==> src/hw/rtl/vds_pkg.sv <==
// shared widths and constants for the vertex degree statistics block
`timescale 1ns / 1ps
package vds_pkg;
  localparam int ID_W      = 16;
  localparam int TOT_W     = 48;
  localparam int SQ_W      = 80;
  localparam int VAR_W     = 96;
  localparam int RAD_W     = 128;
  localparam int ROOT_W    = 64;
  localparam int QUO_W     = 64;
  localparam int DEG_OUT_W = 24;
  localparam int AVG_OUT_W = 40;
  localparam int FRAC_W    = 16;
  localparam int Q_DEPTH   = 4;
  localparam int Q_PTR_W   = 2;
  localparam logic OP_EDGE   = 1'b0;
  localparam logic OP_REPORT = 1'b1;
endpackage

==> src/hw/rtl/vds_fifo.sv <==
// short request queue between front and back
`timescale 1ns / 1ps
module vds_fifo #(
  parameter int W = 17
) (
  input  logic         clk,
  input  logic         rst,
  input  logic         push,
  input  logic [W-1:0] wdata,
  output logic         full,
  input  logic         pop,
  output logic         empty,
  output logic [W-1:0] rdata
);
  import vds_pkg::*;

  logic [W-1:0]       slots [Q_DEPTH];
  logic [Q_PTR_W-1:0] wptr;
  logic [Q_PTR_W-1:0] rptr;
  logic [Q_PTR_W:0]   count;

  assign full  = (count == (Q_PTR_W + 1)'(Q_DEPTH));
  assign empty = (count == '0);
  assign rdata = slots[rptr];

  always_ff @(posedge clk) begin
    if (push) begin
      slots[wptr] <= wdata;
    end
    if (rst) begin
      wptr  <= '0;
      rptr  <= '0;
      count <= '0;
    end else begin
      if (push) begin
        wptr <= wptr + 1'b1;
      end
      if (pop) begin
        rptr <= rptr + 1'b1;
      end
      if (push && !pop) begin
        count <= count + 1'b1;
      end else if (pop && !push) begin
        count <= count - 1'b1;
      end
    end
  end
endmodule

==> config.mk <==
export PLATFORM = sky130hd
export DESIGN_NAME = vds_fifo
export DESIGN_NICKNAME = d
export VERILOG_FILES = /design/src/hw/rtl/vds_pkg.sv /design/src/hw/rtl/vds_fifo.sv
export SDC_FILE = /design/constraint.sdc
export NUM_CORES = 1
export LEC_CHECK = 0
export ABC_AREA = 1
export ABC_CLOCK_PERIOD_IN_PS = 2800
export BUFFER_PORTS_ARGS = -buffer_cell sky130_fd_sc_hd__buf_4
export CAP_MARGIN = 20
export CORE_UTILIZATION = 30
export CTS_CLUSTER_DIAMETER = 150
export CTS_CLUSTER_SIZE = 28
export DETAILED_ROUTE_END_ITERATION = 16
export PLACE_DENSITY = 0.5
export REMOVE_ABC_BUFFERS = 1
export SLEW_MARGIN = 10
export SYNTH_ARGS = -nofsm -noshare
export SYNTH_HDL_FRONTEND = slang
export SYNTH_SLANG_ARGS = --single-unit
==> constraint.sdc <==
create_clock -name clk -period 2.8 [get_ports clk]
set_input_delay 0.28 -clock clk [delete_from_list [all_inputs] [get_ports clk]]
set_output_delay 0.28 -clock clk [all_outputs]
set_load 0.01 [all_outputs]
# Yosys cells after proc, flatten, opt, wreduce, memory -nomap -nowiden
# Memory sizes are Yosys's and may differ from the RTL's. A register that Yosys moved wholly into a read port is not among the register bits.
# Cells that the tools add are included.
# Widths: inputs -> output; s select.
# classes
reduce_logical	6
muxes	6
eq_ne	1
n_addsub	4
# op_table
op	n
$mux 3	2
$add 2x1->2 const B	2
$mux 2	2
$add 3x1->3 const B	1
$eq 3x3->1 const B	1
$logic_not 3->1	1
$sub 3x1->3 const B	1
$logic_and 1x1->1	2
$logic_not 1->1	2
$mux 1	2
$reduce_bool 2->1	1
# totals
output_inout_bits	19
inputBits	21
n_memories	1
word_cells	21
mem_bits_rw	68
register_bits	7
# memory_table
memory	words	word_bits	rd	rd_ports_with_merged_regs	write_ports	line	rtl
slots	4	17	1	1	1	vds_fifo.sv:17	logic [W-1:0] slots [Q_DEPTH];

# Depth between registers and ports, before layout
# Gate-level depths: netlist of run 1.
# depth
ltp_word	4
depth_mapped	10
ltp_nobuf	10

# Least setup slack after synthesis of run 1
# Ideal clock, no wire load.
# synth_path
path_type	reg-to-reg
startpoint	register wptr[0]
endpoint	memory slots[2][0], enable pin
path_stages_with_launch	5
path_slack_ns	1.496
t_required_ns	2.431
n_path_buf	0
period_less_slack_ns	1.304
arrival_ns	0.935
setup_ns	0.369
cell_sequence	dfxtp_1 > inv_1 > ha_1 > nand2_1 > inv_1
# synth_lines
element	line	rtl
start, declared	vds_fifo.sv:18	logic [Q_PTR_W-1:0] wptr;
start signal, assigned	vds_fifo.sv:36	wptr <= wptr + 1'b1;
end, declared	vds_fifo.sv:17	
# Straight into the memory's write port.

==> results.md, run 1 <==
- WL final: 5.524 mm
- CTS tree: built
- Minimum clock period after layout: between 2 and 2.5 ns
- R2r setup slk: 1.21 ns
- Clk pin slew, worst setup/hold paths: 0.07 ns
- Yosys warning count: 0
- Max Clock Freq: 491.5 MHz
- HP Class: in -> reg
- Most common cell after layout, fill and taps aside: edfxtp_1
- Routed len/inst: approximately 14 um
- Top Ports: 40
- Syn Area/Cell: 13.63 um^2
- Mapped Area: 3027 um^2
- Post-CTS Setup Bufs: 0
- Vias in the first global route: 1746
- HP Start: rst
- Critical path fanouts, max: 26
- RR Endpoint: slots[0][16]
- Status: finished clean
- Clk_skew: 0.005886 ns
- Share of the clock period used by the worst path: roughly 73%
- Pre-antenna DRT Iters: 4
- Seq pwr share: 53.4%
- Synth Area in Compound Gates: a little under an eighth
- Clock latency on the worst-skew pair: 0.33 ns
- Final nets: ~290
- GRT Overall Usage: 11.46%
- Max Slew Vio Count: 0
- Top_reg_cell synth: edfxtp_1
- Antenna-violating nets left: 0
- Endpoints failing setup: 0
- Initial Utilization: 30.97%
- Final Util: 37.08%
- Htree depth: 3
- Via count of the routed design: 1801
- #FFs+latches synth: 77
- Crit path required time: roughly 2.5 ns
- Die Area: 10500 um^2
- Multiplexer area fraction after synthesis: 0%
- Setup crit end kind: output pin
- Library cells used by synthesis: 21
- Die Wd: slightly above 100 um
- Slew HR: 44.74%
- Row cnt: 36
- First-pass GRT wire length: 8.659 mm
- NetSw: roughly 0.57 mW
- Post-CTS Hold Fix Bufs: 0
- Hpwl dp: 3.373 mm
- Placer Congestion: ~0.67
- Die Y: 102.4 um
- CP arrival: roughly 1.8 ns
- Drt via density: 4.480
- Reg2reg start: wptr[0]
- Tightest Pin Transition: 0.8279 ns
- Synthesized-area fraction occupied by adder cells: 2.728%
- Core box area: 9774 um^2
- Initial DRC count: 84
- Worst Hold Path EP: count[0]
- Setup TNS Final: 0 ns
- Layout area overhead: 19.76%
- RSZ-0062 raised after global routing: false
- Clk sinks: 77
- Leakage power: 1.346 nW
- Most frequent cells in the layout: edfxtp_1, buf_4, nor2_1
- Critical Path Source Type: flip-flop
- Largest net degree at the start of global routing: 35
- Crit Path Category: reg -> out
- Worst hold path cell count: 2
- Root Buffer Master: clkbuf_8
- GRT overflow: 0
- Clock tree buffer depth: 2
- Share of cells above drive strength 1: 25.28%
- Post-Synthesis Cells: 222
- PortBufs: 39
- TritonCTS buffer count: 9
- Antenna cells: 0
- Initial antenna violation count: 0
- Int Pwr: 1.922 mW
- R2R cell count: 4
- Post-Synth Simple-Gate Area: under 10%
- Highest ir drop seen on vdd: 309.3 uV
- Post-Synth XOR/XNOR Area: less than 1%
- Hold Fails Final Rpt: 0
- Clk pwr share: 35.4%
- Comb power frac: 11.2%
- Cell Pwr Density: 686.9 nW/um^2
- Max Cap Viol: 0
- Cells resized by post-CTS repair: 0
- Sw Ratio: a little under a quarter
- EDFF count, synth: 68
- Drt drc: 0
- Async S/R FF share, synth: 0%
- Post-synthesis sequential area ratio: 73.42%
- Main combinational cell family by area after synthesis: compound AO/OA/AOI/OAI gates
-- registers in the layout, indices dropped and copies added, names as in the netlist, named ones only --
name   count
count      3
slots     68
rptr       2
wptr       2
-- worst max path at each step --
stage	startpoint	endpoint	slack, ns	cells after the start
after detailed placement	flip-flop	rdata[12]	1.12	4
after floorplan	flip-flop	rdata[12]	1.08	3
after global routing	flip-flop	rdata[12]	0.61	4
after global placement	flip-flop	rdata[16]	1.15	5
after CTS	flip-flop	rdata[12]	0.74	4
final	flip-flop	rdata[12]	0.77	4
-- synth_stat cells (all sizes together) (2+ instances only) --
| library cell | count | share of area, % |
|---|---|---|
| a21oi | 3 | 0.50 |
| inv | 17 | 2.2 |
| o21ai | 39 | 7.7 |
| dfxtp | 9 | 6.0 |
| o22ai | 17 | 3.5 |
| buf | 9 | 2.9 |
| nand2 | 9 | 1.1 |
| ha | 5 | 2.1 |
| edfxtp | 68 | 67 |
| nor2 | 40 | 5.0 |
| nor3 | 2 | 0.33 |
-- per-stage QoR --
stage	hold WS (ns)	std cells	power [mW]	instance area [um^2]	worst slack, ns
after detailed placement	0.4289	387	1.641	3413	1.118
final	0.1061	402	2.490	3625	0.7654
after floorplan	0.3524	213	1.497	2939	1.076
after CTS	0.08418	402	2.529	3625	0.7399
after global routing	0.08740	402	2.605	3625	0.6148
after global placement	0.4423	387	1.637	3413	1.145
-- per-layer routing --
metal  wire [um]  vias to the layer above  share of wire, %  track usage (%)
met1        2541                      849                46            13.85
li1            -                      883                 -                -
met4         108                        0               2.0            5.275
met3         322                       11               5.8            4.172
met2        2552                       58                46            18.26
met5           0                        -                 0                0
-- power groups by stage --
stage	Combinational, mW	Clock [mW]	Sequential [mW]
3_5_place_dp	0.284	0	1.36
2_1_floorplan	0.139	0	1.36
6_report	0.278	0.882	1.33
4_1_cts	0.284	0.914	1.33
5_1_grt	0.312	0.957	1.34
3_3_place_gp	0.281	0	1.36
-- cell type report --
cell class	count	area, um^2
clock buffer	9	123.9
inverter	17	66.31
multi-input combinational	119	650.6
timing repair buffer	41	307.8
clock inverter	6	87.58
fill	939	6150
sequential	77	2222
tap	133	166.4
-- cell families (layout without fill, tap and decap cells) --
group / count (synthesis) / in the layout
flip-flops: 77 / 77
AO/OA/AOI/OAI: 59 / 59
AND/OR/NAND/NOR: 53 / 53
buffers and inverters: 26 / 73
adder cells (fa/ha/maj): 6 / 6
XOR/XNOR: 1 / 1
-- worst max-delay path, cell delays in order, from the launching register on --
cell and delay (ns):
dfxtp_1 0.53, buf_4 0.35, o21ai_0 0.14, o22ai_1 0.24
buf_4 0.17
No activity file was read; power rests on OpenSTA's default activity.
==> inputs of run 2 (changes only) <==
ABC_CLOCK_PERIOD_IN_PS = 2100   (was 2800)
clock period = 2.1 ns   (was 2.8 ns; I/O delays follow)
==> results.md, run 2 (same netlist as run 1, synthesis figures left out) <==
- DP Area: 3451 um^2 (+1.1%)
- Clk sinks: 77 (unchanged)
- Drt via density: 4.382 (-2.2%)
- Clock tree buffer depth: 2 (unchanged)
- Antenna-violating nets left: 0 (unchanged)
- Slew HR: 70.01% (+25 points)
- Clk_skew: 0.008593 ns (+0.002706 ns)
- Largest regs: slots x68, count x3
- Non-Filler Instances: 408 (+1.5%)
- GRT Overall Usage: 11.79% (+0.33 points)
- First-pass GRT wire length: 8.776 mm (+1.4%)
- Antenna cells: 0 (unchanged)
- Core box area: 9774 um^2 (unchanged)
- CTS tree: built
- Post-CTS Setup Bufs: 0 (unchanged)
- Hold Fails Final Rpt: 0 (unchanged)
- Root Buffer Master: clkbuf_8
- Via count of the routed design: 1788 (-0.72%)
- Setup TNS Final: 0 ns (unchanged)
- Max Slew Vio Count: 0 (unchanged)
- Most common cell after layout, fill and taps aside: edfxtp_1
- Most frequent cells in the layout: edfxtp_1, buf_4, nor2_1
- Design Area, Final: 3672 um^2 (+1.3%)
- Post-CTS Hold Fix Bufs: 0 (unchanged)
- Dpl cells: 392 (+1.3%)
- Die Y: 102.4 um (unchanged)
- Initial DRC count: 70 (-17%)
- Largest net degree at the start of global routing: 35 (unchanged)
- CP arrival: 1.66 ns (-0.09 ns)
- NetSw: 0.7984 mW (+40%)
- Tightest Pin Transition: 0.4493 ns (-0.3787 ns)
- Max Cap Viol: 0 (unchanged)
- Clk pin slew, worst setup/hold paths: 0.08 ns (about the same)
- Status: finished clean
- Cells resized by post-CTS repair: 0 (unchanged)
- HP Class: in -> reg
- Share of cells above drive strength 1: 26.55% (+1.3 points)
- Crit Path Category: reg -> out
- Clock latency on the worst-skew pair: 0.34 ns (about the same)
- TritonCTS buffer count: 9 (unchanged)
- Minimum clock period after layout: 1.871 ns
- Max reg flops: 68 (unchanged)
- Initial antenna violation count: 0 (unchanged)
- Routed len/inst: 13.88 um (+1.0%)
- Cell Pwr Density: 919.8 nW/um^2 (+34%)
- Int Pwr: 2.579 mW (+34%)
- Seq pwr share: 52.4% (-1.0 points)
- Die Wd: 102.4 um (unchanged)
- Drt drc: 0 (unchanged)
- Hpwl dp: 3.475 mm (+3.0%)
- WL final: 5.665 mm (+2.6%)
- Die Area: 10500 um^2 (unchanged)
- Pre-antenna DRT Iters: 4 (unchanged)
- Biggest register: slots
- Max Clock Freq: 534.4 MHz
- Endpoints failing setup: 0 (unchanged)
- Placer Congestion: 0.6850 (+1.9%)
- Setup crit end kind: output pin
- Fill count: 959 (+2.1%)
- Crit path required time: 1.89 ns (-0.63 ns)
- Highest ir drop seen on vdd: 381.7 uV (+23%)
- Critical Path Source Type: flip-flop
- Row cnt: 36 (unchanged)
- Htree depth: 3 (unchanged)
- Share of the clock period used by the worst path: about nine tenths
- RSZ-0062 raised after global routing: false
- Layout area overhead: 21.33%
- Final Util: 37.57% (+0.49 points)
- Final nets: 297 (+1.7%)
- GRT overflow: 0 (unchanged)
- Vias in the first global route: 1706 (-2.3%)
- Initial Utilization: 30.97% (unchanged)
- Leakage power: 1.370 nW (+1.8%)
- PortBufs: 39 (unchanged)
- Top Ports: 40 (unchanged)
- Critical path fanouts, max: 17 (-35%)
- Sw Ratio: 23.64% (+0.81 points)
- Comb power frac: 11.3% (about the same)
- Clk pwr share: 36.2% (+0.8 points)
-- run 2: cell count changes in the layout (fill, tap and decap cells not counted), sizes merged --
cell      change
clkinvlp      +1
buf           +5
clkinv        -1
inv           +1
-- run 2: power groups by stage --
stage               registers (mW)  logic [mW]  clock network [mW]
detailed placement            1.81       0.390                   0
floorplan                     1.81       0.186                   0
global route                  1.78       0.428                1.32
CTS                           1.77       0.391                1.25
global placement              1.81       0.384                   0
finish                        1.77       0.382                1.22
-- run 2: cell type report --
class	count	area, um^2	share of cell area, %
tap	133	166.4	4.532
clock inverter	7	97.59	2.658
timing repair buffer	46	345.3	9.404
clock buffer	9	123.9	3.373
multi-input combinational	119	650.6	17.72
sequential	77	2222	60.51
inverter	17	66.31	1.806
-- run 2: layer usage --
| layer | routed length, um | GRT usage [%] | share of wire [%] | up-vias |
|---|---|---|---|---|
| li1 | - | - | - | 897 |
| met1 | 2686 | 15.13 | 47 | 837 |
| met2 | 2632 | 18.36 | 46 | 45 |
| met3 | 275 | 4.309 | 4.9 | 9 |
| met4 | 72 | 4.066 | 1.3 | 0 |
| met5 | 0 | 0 | 0 | - |
-- run 2: critical path, cell delays in order (launching register included) --
cell	delay [ns]
dfxtp_1	0.51
buf_4	0.29
o21ai_0	0.11
o22ai_1	0.24
buf_4	0.17
-- run 2: stage by stage --
stage	hold slack [ns]	total power [mW]	setup WS [ns]
after floorplan	0.2824	1.996	0.4462
after global placement	0.3766	2.190	0.5749
after detailed placement	0.3798	2.197	0.5697
after CTS	0.003864	3.416	0.1759
after global routing	0.002105	3.524	0.08095
final	0.02234	3.378	0.2287
-- run 2: worst paths after layout --
kind | from | endpoint | slack [ns] | cells past startpoint
setup / recovery | flip-flop | rdata[16] | 0.23 | 4
hold / removal | rst | count[0] | 0.02 | 2
hold reg to reg | rptr[1] | flip-flop | 0.46 | 1
setup reg to reg | wptr[0] | slots[0][13] | 0.78 | 5
