`src/hw/rtl/vds_pkg.sv`:
```
// shared widths and constants for the vertex degree statistics block
`timescale 1ns / 1ps
package vds_pkg;
  localparam int ID_W      = 16;
  localparam int TOT_W     = 48;
  localparam int SQ_W      = 80;
  localparam int VAR_W     = 96;
  localparam int RAD_W     = 128;
  localparam int ROOT_W    = 64;
  localparam int QUO_W     = 64;
  localparam int DEG_OUT_W = 24;
  localparam int AVG_OUT_W = 40;
  localparam int FRAC_W    = 16;
  localparam int Q_DEPTH   = 4;
  localparam int Q_PTR_W   = 2;
  localparam logic OP_EDGE   = 1'b0;
  localparam logic OP_REPORT = 1'b1;
endpackage

```
`src/hw/rtl/vds_front.sv`:
```
// front end: classifies incoming requests and pushes edges and reports to the queue
`timescale 1ns / 1ps
module vds_front #(
  parameter int AW = 16
) (
  input  logic                      edge_valid,
  output logic                      edge_stall,
  input  logic                      op,
  input  logic [vds_pkg::ID_W-1:0]  src_vertex,
  input  logic [vds_pkg::ID_W-1:0]  n,
  input  logic                      q_full,
  output logic                      q_push,
  output logic [AW:0]               q_wdata
);
  import vds_pkg::*;

  logic keep;

  always_comb begin
    keep = (op == OP_REPORT) || ((src_vertex != '0) && (src_vertex <= n));
    edge_stall = q_full;
    q_push = edge_valid && !q_full && keep;
    q_wdata = {op, AW'(src_vertex)};
  end
endmodule

```
`config.mk`:
```
export PLATFORM = sky130hd
export DESIGN_NAME = vds_front
export DESIGN_NICKNAME = d
export VERILOG_FILES = /design/src/hw/rtl/vds_pkg.sv /design/src/hw/rtl/vds_front.sv
export SDC_FILE = /design/constraint.sdc
export NUM_CORES = 1
export LEC_CHECK = 0
export BUFFER_PORTS_ARGS = -buffer_cell sky130_fd_sc_hd__buf_2
export CELL_PAD_IN_SITES_DETAIL_PLACEMENT = 0
export CELL_PAD_IN_SITES_GLOBAL_PLACEMENT = 1
export CORE_UTILIZATION = 28
export DETAILED_ROUTE_END_ITERATION = 8
export PLACE_DENSITY = 0.92
export SYNTH_ARGS = -nofsm -noshare
export SYNTH_HDL_FRONTEND = slang
export SYNTH_SLANG_ARGS = --single-unit
```
`constraint.sdc`:
```
create_clock -name vclk -period 6.9
set_input_delay 1.725 -clock vclk [all_inputs]
set_output_delay 1.725 -clock vclk [all_outputs]
set_load 0.005 [all_outputs]
```
Word-level counts from Yosys, hierarchy flattened:

Cells that the tools add are included.

* add/sub/neg operators: 0
* $mul: 0
* divide/modulo/power cells: 0
* $lt $le $gt $ge: 1
* equality and inequality tests: 0
* shift operators: 0
* mux-type cells: 0
* bitwise operators: 0
* reductions and logical operators: 6

Operators with widths (number)
* 16-bit <= comparator: 1
* 16-bit nonzero test: 1
* 1-bit logical AND: 3
* 1-bit zero test: 1
* 1-bit logical OR: 1

* register bits after elaboration: 0
* bits in latches: 0
* memory bits (writable): 0
* bits in read-only memories: 0
* output and inout port bits: 19
* word-level logic and storage cells: 7
* memories: 0

Depth between registers and ports, before layout:

Gate-level depths: netlist (run 1).

* depth after elaboration: 4
* gate-level depth with buffers: 7
* depth with buffers taken out: 7

Worst setup path before layout (run 1):

Ideal clock, no wire load.

* path kind: input port to output port
* start: input port n[9] in the netlist's numbering
* end: output port q_push
* arrival time: 3.224 ns
* data required time: 5.175 ns
* path slack: 1.951 ns
* cell stages on the path: 7
* path through: inv_1 ha_1 a21o_1 nand3_1 a21oi_1 or4_1 a2111oi_2

* cells in the longest elaborated chain, start to end: 4

Ends and longest elaborated chain
* from (decl): line vds_front.sv:10 `input logic [vds_pkg::ID_W-1:0] n,`
* 16-bit <= comparator: line vds_front.sv:20 `keep = (op == OP_REPORT) || ((src_vertex != '0) && (src_vertex <= n));`
* 1-bit logical AND: line vds_front.sv:20
* 1-bit logical OR: line vds_front.sv:20
* 1-bit logical AND: line vds_front.sv:22 `q_push = edge_valid && !q_full && keep;`
* to (decl): line vds_front.sv:12 `output logic q_push,`

Every way passes these cells.

Worst setup path after layout (run 1):

* start: input port src_vertex[1] in the netlist's numbering
* end: output port q_push

* cells in the longest elaborated chain, start to end: 4

Ends and longest elaborated chain
* from (decl): line vds_front.sv:9 `input logic [vds_pkg::ID_W-1:0] src_vertex,`
* 16-bit <= comparator / 16-bit nonzero test (equally long branches): line vds_front.sv:20
* 1-bit logical AND *: line vds_front.sv:20
* 1-bit logical OR *: line vds_front.sv:20
* 1-bit logical AND *: line vds_front.sv:22

Every way passes the cells marked *; elsewhere a longest branch is shown, timed or not.

==> results of run 1 <==
## final cells by class
class	count	area, um2
inverters	17	63.81
multi-input cells	46	406.6
fillers	227	1227
well taps	27	33.78
repair buffers	54	270.3
## cell usage in the layout, fill, tap and decap left out, drive strengths merged
cell      n
and4      1
a21o      2
nor2      1
nor4      4
inv      17
nor3      1
o21ai     1
nand3     2
or4       1
a21boi    1
a21oi     7
a2111oi   1
a211oi    1
ha       16
o211ai    1
nand2     1
nor2b     1
nand4     4
buf      54
## logic make-up (layout without fill, tap and decap cells)
| group | Yosys count | count (layout) | synth area share, % |
|---|---|---|---|
| fa+ha+maj | 16 | 16 | 33.06 |
| simple gates | 16 | 16 | 17.97 |
| compound gates | 14 | 14 | 16.11 |
| buf+inv | 35 | 71 | 32.85 |
## power by group through the flow
stage,clock (uW),combinational (uW),sequential [uW]
6_report,0,41.4,0
5_1_grt,0,47.0,0
4_1_cts,0,41.9,0
3_5_place_dp,0,41.5,0
3_3_place_gp,0,40.6,0
2_1_floorplan,0,27.4,0
## layer usage
metal,up-vias,part of all wire [%],routed length (um)
met5,-,0,0
met4,0,0,0
met3,0,7.1,94
met2,35,48,631
met1,282,45,598
li1,340,-,-
## synthesized netlist by cell type
library cell / n
o211ai_2: 1
a2111oi_2: 1
nor2_1: 1
a21oi_1: 7
a211oi_1: 1
and4_1: 1
nor2b_4: 1
o21ai_0: 1
a21o_1: 2
ha_1: 16
nand3_1: 2
nand4_1: 3
a21boi_1: 1
nand4_2: 1
buf_4: 18
inv_1: 17
nand2_1: 1
or4_1: 1
nor3_1: 1
nor4_1: 4
## per-stage QoR
stage	utilization, %	setup slack [ns]	hold slack [ns]
4_1_cts	38.69	1.639	3.650
6_report	38.69	1.646	3.652
3_3_place_gp	38.69	1.656	3.647
2_1_floorplan	-	1.951	3.476
5_1_grt	38.69	1.513	3.663
3_5_place_dp	38.69	1.641	3.650
## how the worst max path moves through the flow
| stage | start | to | cells after the start |
|---|---|---|---|
| final | src_vertex[1] | q_push | 8 |
| after global routing | src_vertex[11] | q_push | 8 |
| after CTS | src_vertex[1] | q_push | 8 |
| after detailed placement | src_vertex[1] | q_push | 8 |
| after global placement | src_vertex[9] | q_push | 8 |
| after floorplan | n[9] | q_push | 7 |
==> results.sh, run 1 <==
export IMPL_viasPerCell=4.563
export IMPL_syn2layout_area_growth_pct=27.89
export IMPL_place_hpwl_um=1252
export IMPL_dieArea_um2=2353
export IMPL_grt_max_degree=4
export IMPL_drtIter0Drc=3
export IMPL_finalCritPeriodShare_pct=76.14
export IMPL_met2_usage_pct=19.95
export IMPL_slowest_stage="or4_1"
export IMPL_tightestPinTransition_ns=0.3151
export IMPL_critPathMostFrequentCell="buf_2"
export IMPL_die_h_um=48.51
export IMPL_yosys_warnings=0
export IMPL_finalInstanceArea_um2=774.5
export IMPL_p_sw_share_pct=47.62
export IMPL_final_cell_count_no_fill=144
export IMPL_die_w_um=48.51
export IMPL_use_met3_pct=0.6289
export IMPL_synth_top_area_cell="ha_1"
export IMPL_clkbuf_count=0
export IMPL_core_area_um2=2002
export IMPL_worstPathMaxFanout=3
export IMPL_drc=0
export IMPL_grt_use_met1_pct=14.20
export IMPL_yosysSeqAreaShare_pct=0
export IMPL_hold_viol=0
export IMPL_antenna_cells=0
export IMPL_yosysTopAreaCellShare_pct=33.06
export IMPL_ctsResizeCount=0
export IMPL_postPlaceCellArea_um2=774.5
export IMPL_place_inst=144
export IMPL_worstPathArrival_ns=3.53
export IMPL_grt_pass1_vias=544
export IMPL_tns_ns=0
export IMPL_post_cts_buffers=0
export IMPL_totalWireLength_um=1324
export IMPL_power_density_nw_per_um2=53.43
export IMPL_path_cells="buf_2 > ha_1 > nor2b_4 > o211ai_2 > a21boi_1 > or4_1 > a2111oi_2 > buf_2"
export IMPL_place_gp_congestion=0.7725
export IMPL_drv_slew=0
export IMPL_dr_pass1_iters=2
export IMPL_critPathTopFamily="simple AND/OR/NAND/NOR gates"
export IMPL_grt_usage_pct=10.67
export IMPL_synthTopCellsByArea="ha_1 (33%), buf_4 (22%), inv_1 (11%), a21oi_1 (5.8%), nor4_1 (4.1%)"
export IMPL_fmax_mhz=190.3
export IMPL_p_leak_uw=0.0004926
export IMPL_relSlewSlack_pct=78.80
export IMPL_setup_violations=0
export IMPL_p_int_uw=21.68
export IMPL_syn_inst=81
export IMPL_ios=54
export IMPL_ant_nets=0
export IMPL_cp_slowest_stage_delay_ns=0.52
export IMPL_setup_worst_path_class="in2out"
export IMPL_grt_pass1_wl_um=2139
export IMPL_p_seq_share_pct=0
export IMPL_start_util_pct=30.25
export IMPL_nets=170
export IMPL_syn_area_um2=605.6
export IMPL_hold_path_depth=2
export IMPL_cap_violations=0
export IMPL_regArea_um2=0
export IMPL_drive_above_1_share_pct=49.57
export IMPL_status="finished, final reports clean"
export IMPL_layout_min_cycle_time_ns=5.254
export IMPL_cp_end_kind="primary output"
export IMPL_hold_buffers=0
export IMPL_io_buffers=54
export IMPL_holdPathEnd="edge_stall"
export IMPL_critPathLaunchType="input pin"
export IMPL_syn_avg_cell_area_um2=7.476
export IMPL_path_buf_inv=2
export IMPL_wl_per_cell_um=9.194
export IMPL_grt_ovfl_total=0
export IMPL_n_sequential_cell=0
export IMPL_switchingPower_uw=19.71
export IMPL_critPathRequiredTime_ns=5.18
export IMPL_synth_nets=132
export IMPL_power_uw=41.38
export IMPL_ir_worst_vdd_mv=0.02106
export IMPL_rows=16
export IMPL_grt_busiest_layer="met2"
export IMPL_rsz0062_at_grt="no"
export IMPL_antenna_found_initial=0
export IMPL_min_from="q_full"
export IMPL_clock_power_share_pct=0
export IMPL_vias=657
export IMPL_synth_distinct_cells=20
export IMPL_combPwrFrac_pct=100.0
export IMPL_hold_path_class="in2out"
No activity file was read; power rests on OpenSTA's default activity.
==> inputs of run 2 (changes only) <==
--- a/config.mk
+++ b/config.mk
@@ -8,9 +8,9 @@
 export BUFFER_PORTS_ARGS = -buffer_cell sky130_fd_sc_hd__buf_2
 export CELL_PAD_IN_SITES_DETAIL_PLACEMENT = 0
 export CELL_PAD_IN_SITES_GLOBAL_PLACEMENT = 1
-export CORE_UTILIZATION = 28
+export CORE_UTILIZATION = 26
 export DETAILED_ROUTE_END_ITERATION = 8
-export PLACE_DENSITY = 0.92
+export PLACE_DENSITY = 0.87
 export SYNTH_ARGS = -nofsm -noshare
 export SYNTH_HDL_FRONTEND = slang
 export SYNTH_SLANG_ARGS = --single-unit
==> constraint.sdc (replaced) <==
create_clock -name vclk -period 5.2
set_input_delay 1.3 -clock vclk [all_inputs]
set_output_delay 1.3 -clock vclk [all_outputs]
set_load 0.005 [all_outputs]
==> run 2 against run 1 <==
  * Cell count rose by 0.69%
  * Core utilization shrank 3.6 points
  * Via count down 0.61%
==> results.sh, run 2 (same netlist as run 1, synthesis figures left out) <==
export IMPL_status="finished, final reports clean"
export IMPL_rows=17
export IMPL_hold_buffers=0
export IMPL_tightestPinTransition_ns=0.3233
export IMPL_start_util_pct=27.38
export IMPL_holdPathEnd="edge_stall"
export IMPL_finalCritPeriodShare_pct=84.73
export IMPL_drv_slew=0
export IMPL_n_sequential_cell=0
export IMPL_clock_power_share_pct=0
export IMPL_regArea_um2=0
export IMPL_place_gp_congestion=0.7116
export IMPL_dr_pass1_iters=3
export IMPL_path_cells="buf_2 > ha_1 > nand4_2 > nor3_1 > a21boi_1 > or4_1 > a2111oi_2 > buf_2"
export IMPL_layout_min_cycle_time_ns=4.406
export IMPL_drtIter0Drc=1
export IMPL_final_cell_mix="buf_2 (54), inv_1 (17), ha_1 (16), a21oi_1 (7), nor4_1 (4)"
export IMPL_switchingPower_uw=26.31
export IMPL_p_seq_share_pct=0
export IMPL_vias=653
export IMPL_totalWireLength_um=1411
export IMPL_drc=0
export IMPL_worst_slack_ns=0.7943
export IMPL_die_h_um=50.26
export IMPL_clkbuf_count=0
export IMPL_startpoint="src_vertex[13]"
export IMPL_wl_per_cell_um=9.731
export IMPL_ir_worst_vdd_mv=0.03415
export IMPL_fmax_mhz=227.0
export IMPL_cp_end_kind="primary output"
export IMPL_preCtsSetupSlack_ns=0.7824
export IMPL_relSlewSlack_pct=78.25
export IMPL_min_from="q_full"
export IMPL_dieArea_um2=2526
export IMPL_setup_worst_path_class="in2out"
export IMPL_grt_pass1_wl_um=2325
export IMPL_critPathRequiredTime_ns=3.90
export IMPL_io_buffers=54
export IMPL_final_common_cell="buf_2"
export IMPL_p_int_uw=28.83
export IMPL_ios=54
export IMPL_power_density_nw_per_um2=71.09
export IMPL_p_leak_uw=0.0004926
export IMPL_antenna_found_initial=0
export IMPL_hold_viol=0
export IMPL_hold_path_class="in2out"
export IMPL_nets=170
export IMPL_ant_nets=0
export IMPL_critPathLaunchType="input pin"
export IMPL_p_sw_share_pct=47.72
export IMPL_drive_above_1_share_pct=49.57
export IMPL_grt_pass1_vias=605
export IMPL_antenna_cells=0
export IMPL_cp_slowest_stage_delay_ns=0.52
export IMPL_utilization_pct=35.07
export IMPL_rsz0062_at_grt="no"
export IMPL_worstPathArrival_ns=3.11
export IMPL_die_w_um=50.26
export IMPL_cap_violations=0
export IMPL_syn2layout_area_growth_pct=28.10
export IMPL_viasPerCell=4.503
export IMPL_grt_max_degree=4
export IMPL_tns_ns=0
export IMPL_critPathMostFrequentCell="buf_2"
export IMPL_place_hpwl_um=1332
export IMPL_combPwrFrac_pct=100.0
export IMPL_core_area_um2=2212
export IMPL_setup_violations=0
export IMPL_grt_usage_pct=11.19
export IMPL_hold_path_depth=2
export IMPL_worstPathMaxFanout=3
export IMPL_ctsResizeCount=0
export IMPL_grt_ovfl_total=0
export IMPL_post_cts_buffers=0
export IMPL_slowest_stage="or4_1"
[run 2: power groups by stage]
stage / Clock [uW] / Combinational [uW] / Sequential [uW]
2_1_floorplan: 0 / 36.3 / 0
3_3_place_gp: 0 / 54.4 / 0
3_5_place_dp: 0 / 55.9 / 0
4_1_cts: 0 / 56.4 / 0
5_1_grt: 0 / 63.0 / 0
6_report: 0 / 55.1 / 0
[run 2: how the worst max path moves through the flow]
stage / slack, ns / to
after floorplan: 1.10 / q_push
after global placement: 0.81 / q_push
after detailed placement: 0.78 / q_push
after CTS: 0.78 / q_push
after global routing: 0.64 / q_push
final: 0.79 / q_push
[run 2: metal layers]
metal / track usage (%) / part of all wire (%)
met1: 14.16 / 44
met5: 0 / 0
met4: 0 / 0
met3: 0.6061 / 7.4
met2: 21.56 / 48
[run 2: per-stage QoR]
stage | instance area, um2 | std cells | hold slack [ns] | power (uW)
2_1_floorplan | 605.6 | 81 | 2.626 | 36.34
3_3_place_gp | 775.7 | 145 | 2.796 | 54.38
3_5_place_dp | 775.7 | 145 | 2.797 | 55.92
4_1_cts | 775.7 | 145 | 2.798 | 56.39
5_1_grt | 775.7 | 145 | 2.810 | 62.96
6_report | 775.7 | 145 | 2.795 | 55.15
[run 2: final cells by class]
cell class | count | area [um2]
fill | 264 | 1436
inverter | 17 | 63.81
multi-input combinational | 46 | 406.6
tap | 28 | 35.03
timing repair buffer | 54 | 270.3
[run 2: worst max-delay path, delay by kind of cell]
family,cells,cell delay (ns)
and+or+nand+nor,3,0.73
adders and majority gates,1,0.32
buffers and inverters,2,0.27
AOI/OAI and AO/OA,2,0.48
