`config.mk`:
```
export PLATFORM = sky130hd
export DESIGN_NAME = vds_stats
export DESIGN_NICKNAME = d
export VERILOG_FILES = /design/src/hw/rtl/vds_pkg.sv /design/src/hw/rtl/vds_stats.sv
export SDC_FILE = /design/constraint.sdc
export NUM_CORES = 2
export LEC_CHECK = 0
export BUFFER_PORTS_ARGS = -buffer_cell sky130_fd_sc_hd__buf_2
export CORE_MARGIN = 1.5
export CORE_UTILIZATION = 40
export CTS_CLUSTER_DIAMETER = 150
export DETAILED_ROUTE_END_ITERATION = 10
export PLACE_DENSITY_LB_ADDON = 0.12
export SYNTH_ARGS = -nofsm -noshare
export SYNTH_HDL_FRONTEND = slang
export SYNTH_SLANG_ARGS = --single-unit
```
`constraint.sdc`:
```
create_clock -name clk -period 32.7 [get_ports clk]
set_input_delay 6.54 -clock clk [delete_from_list [all_inputs] [get_ports clk]]
set_output_delay 6.54 -clock clk [all_outputs]
set_load 0.01 [all_outputs]
```
`src/hw/rtl/vds_pkg.sv`:
```
// shared widths and constants for the vertex degree statistics block
`timescale 1ns / 1ps
package vds_pkg;
  localparam int ID_W      = 16;
  localparam int TOT_W     = 48;
  localparam int SQ_W      = 80;
  localparam int VAR_W     = 96;
  localparam int RAD_W     = 128;
  localparam int ROOT_W    = 64;
  localparam int QUO_W     = 64;
  localparam int DEG_OUT_W = 24;
  localparam int AVG_OUT_W = 40;
  localparam int FRAC_W    = 16;
  localparam int Q_DEPTH   = 4;
  localparam int Q_PTR_W   = 2;
  localparam logic OP_EDGE   = 1'b0;
  localparam logic OP_REPORT = 1'b1;
endpackage

```
`src/hw/rtl/vds_stats.sv`:
```
// serial multiply, square root and divide that turn the sums into the result
`timescale 1ns / 1ps
module vds_stats #(
  parameter int DEGREE_BITS = 24
) (
  input  logic                            clk,
  input  logic                            rst,
  input  logic                            start,
  output logic                            ready,
  input  logic [vds_pkg::ID_W-1:0]        n,
  input  logic [DEGREE_BITS-1:0]          in_max,
  input  logic [DEGREE_BITS-1:0]          in_min,
  input  logic [vds_pkg::TOT_W-1:0]       in_total,
  input  logic [vds_pkg::SQ_W-1:0]        in_sumsq,
  output logic                            result_valid,
  input  logic                            result_stall,
  output logic [vds_pkg::DEG_OUT_W-1:0]   peak_degree,
  output logic [vds_pkg::DEG_OUT_W-1:0]   low_degree,
  output logic [vds_pkg::AVG_OUT_W-1:0]   mean_degree_q16,
  output logic [vds_pkg::AVG_OUT_W-1:0]   std_dev_q16
);
  import vds_pkg::*;

  typedef enum logic [5:0] {
    S_IDLE = 6'b000001,
    S_MULA = 6'b000010,
    S_MULB = 6'b000100,
    S_SQRT = 6'b001000,
    S_DIVA = 6'b010000,
    S_DIVB = 6'b100000
  } stats_state_t;

  localparam logic [5:0] MULA_LAST = 6'(ID_W - 1);
  localparam logic [5:0] MULB_LAST = 6'(TOT_W - 1);
  localparam logic [5:0] SQRT_LAST = 6'(ROOT_W - 1);
  localparam logic [5:0] DIV_LAST  = 6'(QUO_W - 1);

  stats_state_t           state;
  logic [5:0]             cnt;
  logic [ID_W-1:0]        n_r;
  logic [TOT_W-1:0]       total_r;
  logic [DEGREE_BITS-1:0] max_r;
  logic [DEGREE_BITS-1:0] min_r;
  logic [VAR_W-1:0]       acc;
  logic [VAR_W-1:0]       nss;
  logic [VAR_W-1:0]       mc;
  logic [TOT_W-1:0]       mp;
  logic [VAR_W-1:0]       add;
  logic [RAD_W-1:0]       xs;
  logic [ROOT_W+1:0]      rem;
  logic [ROOT_W+3:0]      rem2;
  logic [ROOT_W+3:0]      trial;
  logic                   sq_ge;
  logic [ROOT_W-1:0]      root;
  logic [ROOT_W-1:0]      root_next;
  logic [QUO_W-1:0]       dq;
  logic [ID_W-1:0]        drem;
  logic [ID_W:0]          dr2;
  logic                   dv_ge;
  logic [QUO_W-1:0]       quot;

  function automatic logic [AVG_OUT_W-1:0] sat_avg(input logic [QUO_W-1:0] v);
    return (v[QUO_W-1:AVG_OUT_W] != '0) ? '1 : v[AVG_OUT_W-1:0];
  endfunction

  function automatic logic [DEG_OUT_W-1:0] sat_deg(input logic [DEGREE_BITS-1:0] v);
    logic [31:0] w;
    w = 32'(v);
    return (w[31:DEG_OUT_W] != '0) ? '1 : w[DEG_OUT_W-1:0];
  endfunction

  always_comb begin
    ready     = (state == S_IDLE) && !result_valid;
    add       = acc + (mp[0] ? mc : '0);
    rem2      = {rem, xs[RAD_W-1 -: 2]};
    trial     = {2'b00, root, 2'b01};
    sq_ge     = (rem2 >= trial);
    root_next = {root[ROOT_W-2:0], sq_ge};
    dr2       = {drem, dq[QUO_W-1]};
    dv_ge     = (dr2 >= {1'b0, n_r});
    quot      = {dq[QUO_W-2:0], dv_ge};
  end

  always_ff @(posedge clk) begin
    case (state)
      S_IDLE: begin
        if (start) begin
          n_r     <= n;
          total_r <= in_total;
          max_r   <= in_max;
          min_r   <= in_min;
          acc     <= '0;
          mc      <= VAR_W'(in_sumsq);
          mp      <= TOT_W'(n);
        end
      end
      S_MULA: begin
        acc <= add;
        mc  <= mc << 1;
        mp  <= mp >> 1;
        if (cnt == MULA_LAST) begin
          nss <= add;
          acc <= '0;
          mc  <= VAR_W'(total_r);
          mp  <= total_r;
        end
      end
      S_MULB: begin
        acc <= add;
        mc  <= mc << 1;
        mp  <= mp >> 1;
        if (cnt == MULB_LAST) begin
          xs   <= {nss - add, 32'b0};
          rem  <= '0;
          root <= '0;
        end
      end
      S_SQRT: begin
        xs   <= xs << 2;
        rem  <= sq_ge ? (ROOT_W + 2)'(rem2 - trial) : (ROOT_W + 2)'(rem2);
        root <= root_next;
        if (cnt == SQRT_LAST) begin
          dq   <= {total_r, FRAC_W'(0)};
          drem <= '0;
        end
      end
      S_DIVA: begin
        drem <= dv_ge ? ID_W'(dr2 - {1'b0, n_r}) : ID_W'(dr2);
        dq   <= quot;
        if (cnt == DIV_LAST) begin
          mean_degree_q16 <= sat_avg(quot);
          dq   <= root;
          drem <= '0;
        end
      end
      S_DIVB: begin
        drem <= dv_ge ? ID_W'(dr2 - {1'b0, n_r}) : ID_W'(dr2);
        dq   <= quot;
        if (cnt == DIV_LAST) begin
          std_dev_q16 <= sat_avg(quot);
          peak_degree <= sat_deg(max_r);
          low_degree  <= sat_deg(min_r);
        end
      end
      default: begin
      end
    endcase
    if (state == S_IDLE && start && n == '0) begin
      peak_degree     <= '0;
      low_degree      <= '0;
      mean_degree_q16 <= '0;
      std_dev_q16     <= '0;
    end
    if (rst) begin
      state        <= S_IDLE;
      cnt          <= '0;
      result_valid <= 1'b0;
    end else begin
      if (result_valid && !result_stall) begin
        result_valid <= 1'b0;
      end
      cnt <= cnt + 1'b1;
      case (state)
        S_IDLE: begin
          cnt <= '0;
          if (start) begin
            if (n == '0) begin
              result_valid <= 1'b1;
            end else begin
              state <= S_MULA;
            end
          end
        end
        S_MULA: begin
          if (cnt == MULA_LAST) begin
            cnt   <= '0;
            state <= S_MULB;
          end
        end
        S_MULB: begin
          if (cnt == MULB_LAST) begin
            cnt   <= '0;
            state <= S_SQRT;
          end
        end
        S_SQRT: begin
          if (cnt == SQRT_LAST) begin
            cnt   <= '0;
            state <= S_DIVA;
          end
        end
        S_DIVA: begin
          if (cnt == DIV_LAST) begin
            cnt   <= '0;
            state <= S_DIVB;
          end
        end
        S_DIVB: begin
          if (cnt == DIV_LAST) begin
            cnt          <= '0;
            result_valid <= 1'b1;
            state        <= S_IDLE;
          end
        end
        default: begin
          state <= S_IDLE;
        end
      endcase
    end
  end
endmodule

```
* Word level (Yosys, flattened, before mapping)
Cells that the tools add are included.
Storage, ports and cells: word-level logic and storage cells 105, input bits 196, register bits 927, output and inout port bits 130
Operators by class: equal/unequal tests 16, order comparisons 2, reductions and logical operators 20, add/sub/neg operators 5, muxes and demuxes 42
Operator list (count):
- $pmux W96 S3 | 2
- $mux W96 | 5
- $pmux W128 S2 | 1
- $mux W64 | 3
- $pmux W64 S3 | 1
- $pmux W48 S3 | 1
- $mux W66 | 2
- $pmux W66 S2 | 1
- $mux W128 | 1
- $pmux W64 S2 | 1
- $add A96 B96 Y96 | 1
- $mux W48 | 2
- $sub A96 B96 Y96 | 1
- $ge A68 B66 Y1 | 1
- $sub A66 B66 Y66 | 1
- $mux W6 | 10
- $mux W16 | 3
- $pmux W16 S3 | 1
- $mux W40 | 1
- $pmux W6 S6 | 1
- $pmux W6 S4 | 1
- $reduce_bool A24 Y1 | 1
- $eq A6 B6 Y1 const B | 3
- $ge A17 B16 Y1 | 1
- other kinds (18) | 39

* Logic depth before layout (Yosys ltp)
depth in word-level cells 6, mapped depth 35, mapped depth without buffers 33

* Worst setup path before layout
OpenSTA, ideal clock, no wires.
path type in2reg, start input port start, end register acc[0], enable pin, setup time 1209 ps, setup slack 7725 ps, cell stages on the path 2, arrival time 23766 ps, data required time 31491 ps, cell sequence inv_1 a21boi_0
On the way: cells in the longest elaborated chain, start to end 2
RTL lines:
- start, declared | RTL line vds_stats.sv:8 | input logic start,
- $ne A2 B2 Y1 (no line)
- $reduce_and A2 Y1 (no line)
- end signal, assigned | RTL line vds_stats.sv:92 | acc <= '0;
- end signal, assigned | RTL line vds_stats.sv:98 | acc <= add;
- end signal, assigned | RTL line vds_stats.sv:103 | acc <= '0;
- end, declared | RTL line vds_stats.sv:44 | logic [VAR_W-1:0] acc;
Every way passes these cells. A chain may end at the register's enable or synchronous reset.

* Worst setup path in the final report
start register mp[0], end register xs[125] (data pin)
On the way: cells in the longest elaborated chain, start to end 5
RTL lines:
- start, declared | RTL line vds_stats.sv:47 | logic [TOT_W-1:0] mp;
- start signal, assigned | RTL line vds_stats.sv:94 | mp <= TOT_W'(n);
- start signal, assigned | RTL line vds_stats.sv:100 | mp <= mp >> 1;
- start signal, assigned | RTL line vds_stats.sv:105 | mp <= total_r;
- $mux W96 | RTL line vds_stats.sv:74 | add = acc + (mp[0] ? mc : '0);
- $add A96 B96 Y96 | RTL line vds_stats.sv:74
- $sub A96 B96 Y96 | RTL line vds_stats.sv:113 | xs <= {nss - add, 32'b0};
- $mux W128 | RTL line vds_stats.sv:112 | if (cnt == MULB_LAST) begin
- $pmux W128 S2 | RTL line vds_stats.sv:85 | case (state)
- end signal, assigned | RTL line vds_stats.sv:113
- end signal, assigned | RTL line vds_stats.sv:119 | xs <= xs << 2;
- end, declared | RTL line vds_stats.sv:49 | logic [RAD_W-1:0] xs;
Every way passes these cells. The select of a mux whose other input is x is not followed.

==> impl_metrics.toml <==
[run_status]
status = "finished clean"

[floorplan]
dieWidth_um = 360
start_util_pct = 40.5
die_y_um = 360
coreArea_um2 = 126000
io_pins = 326
rows = 130
die-area_um2 = 130000

[sta]
drv_slew = 0
period_share_pct = 27.7
fin_setup_tns_ns = 0
rsz0062_at_grt = "no"
worstMarginPinSlew_ns = 1.12
slew_headroom_pct = 25.1
finalSetupViolCount = 0
fin_skew_ns = 0.0282
hold_violations = 0
period_needed_ns = 9.06
hold_ws_ns = 0.449
fmax_mhz = 110

[finish]
stdcell_count = 7035
nNetsFinal = 5707
final_common_cell = "edfxtp_1"
layout_common_cells = "edfxtp_1, nor2_1, a21oi_1"
final_area_um2 = 57800
area_growth_pct = 13.2
final_layout_size_suffix_gt1_share_pct = 11.5

[clock_network]
clock_sinks = 895
cts_hold_buf = 0
clock_latency_ns = 0.73
root_buffer = "clkbuf_16"
cts_setup_buffers = 0
cts_max_path_buffers = 3
cts_buffers = 104
cts_max_level = 3
post_cts_resized = 0
path_clk_slew_ns = 0.06
cts_tree = "yes"

[setup_path]
required_ns = 33.13
start_kind = "register"
cp.arrival_ns = 9.49
crit_slowest_cell = "buf_4"
crit_buf_inv = 2
critPathKind = "register to register"
path_delay_family = "compound AO/OA/AOI/OAI gates"
crit_fanout = 96
critical_path.max_stage_delay_ns = 0.61
end_kind = "register"

[job]
drv_cap = 0

[power_and_ir_drop]
switching_power_mw = 2.00
vdd_drop_max_mv = 0.0555
power_density_nw_per_um2 = 87.9
seqPwrFrac_pct = 31.3
p_clk_share_pct = 23.3
power.share.combinational_pct = 45.4
leakagePower_nw = 23.3
swShare_pct = 39.4
intPower_mw = 3.08

[synthesis]
synth_edf_count = 754
yosys_warnings = 0
synth_cell_types = 101
ys_seq_elements = 895
syn_nets = 5472
async_reset_ff_share_pct = 0
avgSynthCellArea_um2 = 10.1
synth_area_um2 = 51100
synth_flop_cell = "edfxtp_1"
synthCells = 5054
seq_area_frac_synth_pct = 49.9

[detailed_routing]
drt_wl_total_um = 150000
vias = 39700
drt_iter0_markers = 3883
ant_nets = 0
post-route-drc-count = 0
first_pass_iters = 8
wl_per_cell_um = 21.3
via_per_inst = 5.64

[global_route]
grt.overflow.total = 0
grt_use_total_pct = 22.5
grt_pass1_vias = 37400
grt_max_degree = 164
grt_pass1_wl_um = 228000
antenna_found_initial = 21

[placed_design]
dpl-instance-area_um2 = 54300
place.port_buffers = 325
gp_congestion = 0.966
dp_hpwl_um = 109000
place_inst = 6833

[worst_hold_path]
hold_path_class = "register to register"
-- cell families (layout without fill, tap and decap cells) --
group | count (synthesis) | in the layout | share of synthesized area (%)
adders and majority gates | 274 | 274 | 6.51
muxes | 66 | 66 | 1.30
and+or+nand+nor | 1601 | 1601 | 14.5
other | 0 | 11 | 0
xor gates and xnor gates | 274 | 274 | 5.07
DFF | 895 | 895 | 49.9
AOI/OAI and AO/OA | 1360 | 1360 | 18.5
buffers and inverters | 584 | 904 | 4.32
-- layout make-up --
type                    count  area, um2
diodes                     11       27.5
flip-flops and latches    895      25500
fillers                 12100      68400
well taps                1650       2060
clock buffers             149       3040
inverters                 345       1300
multi-input cells        3575      23500
clock inverters            42        440
repair buffers            368       1970
-- state kept, by name, indices dropped and copies added (netlist names) --
register and flops:
root 64, state 6, acc 96, min_r 24, n_r 16, std_dev_q16 40
mc 96, low_degree 24, total_r 48, cnt 6, rem 66, drem 16
nss 96, dq 64, mean_degree_q16 40, peak_degree 24, max_r 24, xs 96
result_valid 1, mp 48
-- tightest hold or removal path: stages (launching register included) --
cell	delay, ns
dfxtp_1	0.30
nand2_1	0.05
a21oi_1	0.05
-- stage by stage --
stage          total power, mW  utilization, %  setup slack (ns)
6_report                  5.08            45.8             23.64
2_1_floorplan             3.37               -              7.73
3_5_place_dp              3.90            43.0             23.52
5_1_grt                   5.42            45.8             22.97
3_3_place_gp              3.88            43.0             23.62
4_1_cts                   5.10            45.8             23.46
-- synth_stat cells (34+ instances only) --
cell      instances  area, um2
a21o_1          117        878
and2_1          165       1030
o211ai_1         35        263
inv_1           343       1290
a221o_1          37        370
o21ai_0         192        961
dfxtp_1         141       2820
a31oi_1          34        213
nor3_1           77        385
maj3_1           50        500
nand2b_1         37        231
nor2_1          647       2430
edfxtp_1        754      22600
a211oi_1        102        766
xnor2_1         174       1520
nor2b_1          38        238
clkbuf_1        203        762
a21oi_1         401       2010
a222oi_1         80        801
mux2i_1          65        651
nand2_1         359       1350
ha_1            219       2740
nand4_1          49        307
a22o_1           81        709
xor2_1           86        753
nand3_1          74        370
-- power groups by stage --
stage	clock (mW)	combinational, mW	sequential (mW)
floorplan	0	1.71	1.66
global placement	0	2.27	1.61
detailed placement	0	2.29	1.61
CTS	1.21	2.30	1.59
global route	1.26	2.56	1.60
finish	1.19	2.31	1.59
-- per-layer routing --
layer  part of all wire (%)  global-route usage [%]  wire length (um)
met4                    2.9                    6.73              4330
met2                     43                    33.2             64100
met5                      0                       0                 0
met1                     48                    33.5             71300
met3                    6.7                    3.67             10100
-- worst paths after layout --
kind / startpoint / endpoint / slack [ns] / cells after the start
setup / recovery: mp[0]$_DFFE_PP_ / xs[125]$_DFFE_PP_ / 23.64 / 33
hold / removal: low_degree[3]$_SDFFE_PP0P_ / low_degree[3]$_SDFFE_PP0P_ / 0.45 / 2
setup reg to reg: mp[0]$_DFFE_PP_ / xs[125]$_DFFE_PP_ / 23.64 / 33
hold reg to reg: low_degree[3]$_SDFFE_PP0P_ / low_degree[3]$_SDFFE_PP0P_ / 0.45 / 2
(Power assumes the default switching activity.)
